### config.mk
export PLATFORM = sky130hd
export DESIGN_NAME = rws_mul
export DESIGN_NICKNAME = d
export VERILOG_FILES = /design/src/sv/rws_pkg.sv /design/src/sv/rws_mul.sv
export SDC_FILE = /design/constraint.sdc
export NUM_CORES = 1
export LEC_CHECK = 0
export BUFFER_PORTS_ARGS = -buffer_cell sky130_fd_sc_hd__buf_2
export CAP_MARGIN = 20
export CORE_ASPECT_RATIO = 0.8
export CORE_MARGIN = 2
export CORE_UTILIZATION = 30
export DETAILED_ROUTE_END_ITERATION = 10
export PLACE_DENSITY_LB_ADDON = 0.08
export SLEW_MARGIN = 20
export SYNTH_ARGS = -nofsm -noshare
export SYNTH_HDL_FRONTEND = slang
export SYNTH_SLANG_ARGS = --single-unit
### constraint.sdc
create_clock -name clk -period 6.8 [get_ports clk]
set_clock_uncertainty 0.1 [all_clocks]
set_input_delay 1.02 -clock clk [delete_from_list [all_inputs] [get_ports clk]]
set_output_delay 1.02 -clock clk [all_outputs]
set_load 0.02 [all_outputs]
### src/sv/rws_pkg.sv
// ----------------------------------------------------------------------------
// rws_pkg
// types and constants of the resampling wheel selector
// ----------------------------------------------------------------------------
`default_nettype none

package rws_pkg;

  localparam int CNT_W     = 11;
  localparam int WEIGHT_W  = 32;
  localparam int RAND_IN_W = 16;
  localparam int BETA_W    = 34;
  localparam int STEP_W    = CNT_W + 2;
  localparam int CMD_W     = 2;
  localparam int DATA_W    = 32;
  localparam int ADDR_W    = 3;

  localparam logic [CNT_W-1:0]  COUNT_RESET = 11'd1024;
  localparam logic [CNT_W-1:0]  COUNT_MAX   = 11'd2047;
  localparam logic [BETA_W-1:0] BETA_MAX    = {BETA_W{1'b1}};

  // register index, taken from paddr[ADDR_W-1]
  localparam logic REG_PARTICLE_COUNT = 1'b0;

  typedef enum logic [CMD_W-1:0] {
    CMD_LOAD  = 2'd0,
    CMD_START = 2'd1,
    CMD_DRAW  = 2'd2
  } cmd_t;

endpackage

`default_nettype wire

### src/sv/rws_mul.sv
// ----------------------------------------------------------------------------
// rws_mul
// shared registered multiplier for wheel start and beta step
// ----------------------------------------------------------------------------
`default_nettype none

module rws_mul
  import rws_pkg::*;
#(
  parameter int A_W = 32,
  parameter int B_W = 16
) (
  input  wire logic               clk,
  input  wire logic [A_W-1:0]     a,
  input  wire logic [B_W-1:0]     b,
  output logic      [A_W+B_W-1:0] prod_r
);

  always_ff @(posedge clk) begin
    prod_r <= (A_W+B_W)'(a) * (A_W+B_W)'(b);
  end

endmodule

`default_nettype wire

==> impl_results.md <==
* Setup CP Type: in -> reg
* Post-Syn Area at 0.0173 sq mm
* CTS Sinks at 48
* Routed Antenna Nets at 0
* Async set-reset flop share out of synthesis at 0%
* Cell Chain, Critical Path: buf_4 -> and2_1 -> fa_1 -> inv_1 -> fa_1 -> fa_1 -> inv_1 -> fa_1 -> fa_1 -> inv_1 -> fa_1 -> inv_1 -> ha_1 -> buf_4 -> a21o_1 -> a31oi_2 -> o311ai_4 -> and4b_4 -> o22ai_4 -> o21ai_4 -> a21o_1 -> a21oi_2 -> xnor2_1
* Hold crit path type: in -> reg
* CTS buffer count at 5
* Max-slew violations at 0
* # DRC at 0
* Synth unique cells at 51
* GRT Residual Overflow at 0
* Reg clk slew, reported paths at 70 ps
* Core area at 0.0568 sq mm
* Setup crit start kind: input pin
* Pre-antenna DRT Iters at 4
* Synth area leaders: fa_1 48%, inv_1 9.8%, ha_1 8.7%, and2_1 7.8%, nand2_1 7.2%
* CP Max Fanout at 22
* Hold_buf cts at 0
* WHS Path Cells at 2
* Final setup fails at 0
* Initial Util at 30.4%
* Synthesized flop and latch total at 48
* Global-route wire length before repair at 84.5 mm
* Hold violation count in the final report at 0
* Pre-CTS setup slack at -328 ps
* Tmin final at 6560 ps
* CP max stage cell: fa_1
* Antenna violations before repair at 0
* Max cap viols at 0
* Hold slack at 1230 ps
* Family with the most delay on the worst path: adder cells
* Crit path launch: b[4]
* Die W at 272 um
* Clk root buf: clkbuf_16
* Largest net degree at the start of global routing at 33
* Post-DP HPWL at 47.0 mm
* Worst Max-Slew Pin Slew at 695 ps
* Critical path endpoint category: flop
* DR iter-0 viols at 576
* Part of the Yosys area used for sequential elements at 5.56%
* Status: completed
* Area grow syn2layout at 19.8%
* Number of buffers and inverters on the critical path at 6
* Peak Freq at 0.152 GHz
* Number of nets in the layout at 2,768
* Die Ht at 219 um
* Post-synth EDFFs at 0
* Max clock buf depth at 2
* Crit path largest cell delay at 540 ps
* Arrival @ worst endpoint at 6680 ps
* Max FFs per register at 48
* Syn Nets at 2,534
* All-Layer GR Usage at 18.4%
* Most flops, register: prod_r
* Worst path depth at 23
* Min-delay src: b[0]
* TritonCTS clock tree: yes
* Layout cells sized above 1 at 17.7%
* Synthesized instance count at 1,947
* Most used DFF post-synth: dfxtp_1
* Slew margin rel. at 53.6%
* Vias after detailed routing at 13,100
* Critical Path Most Common Cell: fa_1
* I/O Pins at 97
* Most frequent cell after synthesis: inv_1
* Synth warn at 0
* Drt wl/cell at 17.8 um
* Antenna Cells at 0
* Unrepaired setup endpoints after global routing: false
* Biggest regs: prod_r (48)
* Die footprint at 0.0595 sq mm
* Post-DR vias/cell at 4.45
* Setup ws final at 239 ps
* Htree depth at 2
* WL final at 52.4 mm
* Synth top cells by count: 449 x inv_1, 418 x fa_1, 333 x nand2_1
* Share of the synthesized area in the top cell type at 48.4%
* Final TNS setup at 0 ps
* Post-synth top area cell: fa_1
* Period utilization at 96.5%
* Rows at 78
* Mapped Avg Cell Area at 8.87 sq um
* Placer Congestion at 0.839
* Crit path to: prod_r[47]$_DFF_P_
* Number of global-route vias before repair at 14,000
* # port buffers at 96
* Critical Path RT at 6920 ps
what timing repair did:
item,4_1_cts,5_1_grt
endpoints found under the setup margin,1,19
buffers inserted,0,2
resized for setup,1,98
pin swaps,0,31
routing by layer:
metal	vias up	track usage (%)	wire length [um]
li1	6160	-	-
met1	6711	31.7	30000
met2	215	24.8	20300
met3	12	1.62	1740
met4	0	1.89	264
met5	-	0	0
area by class of cell:
| class | instances | area, sq um |
|---|---|---|
| clock buffers | 5 | 125 |
| repair buffers | 322 | 2420 |
| well taps | 760 | 951 |
| clock inverters | 3 | 42.5 |
| multi-input cells | 1355 | 14500 |
| fillers | 5944 | 36100 |
| flip-flops and latches | 48 | 961 |
| inverters | 449 | 1690 |
kinds of logic after synthesis:
kind of cell	share of synthesized area [%]
buffers and inverters	11.8
and+or+nand+nor	17.3
DFF	5.56
AOI/OAI and AO/OA	5.87
adders and majority gates	57.1
xor gates and xnor gates	2.28
worst min path at each step:
stage,to,slack [ps]
3_5_place_dp,prod_r[19],1330
2_1_floorplan,prod_r[0]$_DFF_P_,1040
4_1_cts,prod_r[0]$_DFF_P_,1240
6_report,prod_r[0]$_DFF_P_,1230
5_1_grt,prod_r[0]$_DFF_P_,1270
3_3_place_gp,prod_r[0],1340
cells in the final DEF, fill, tap and decap left out, types with 4 or more instances in the layout:
cell and n:
inv_1 447, fa_1 405, nand2_1 330, buf_4 217
and2_1 213, ha_1 112, buf_2 72, a21oi_1 48
dfxtp_1 48, xnor2_1 31, nor2_1 23, o21ai_0 20
a21o_1 18, xor2_1 14, fa_2 13, clkbuf_4 12
buf_12 12, o21bai_1 11, nand4_1 10, buf_6 9
nand3_1 8, a31oi_1 8, ha_4 8, o21ai_1 7
nor2b_1 6, and3_1 5, a21oi_2 5, clkbuf_16 5
nand2b_1 4, o21a_1 4
metrics by stage:
stage	cell area (sq um)	util, %	cells
finish	20700	36.5	2942
global route	20700	36.5	2942
CTS	20400	35.8	2941
detailed placement	20200	35.5	2933
global placement	20200	35.5	2933
floorplan	17300	-	1947
Power is not shown: default switching activity piles up to over one toggle a cycle in this logic, so the estimate is an artifact.
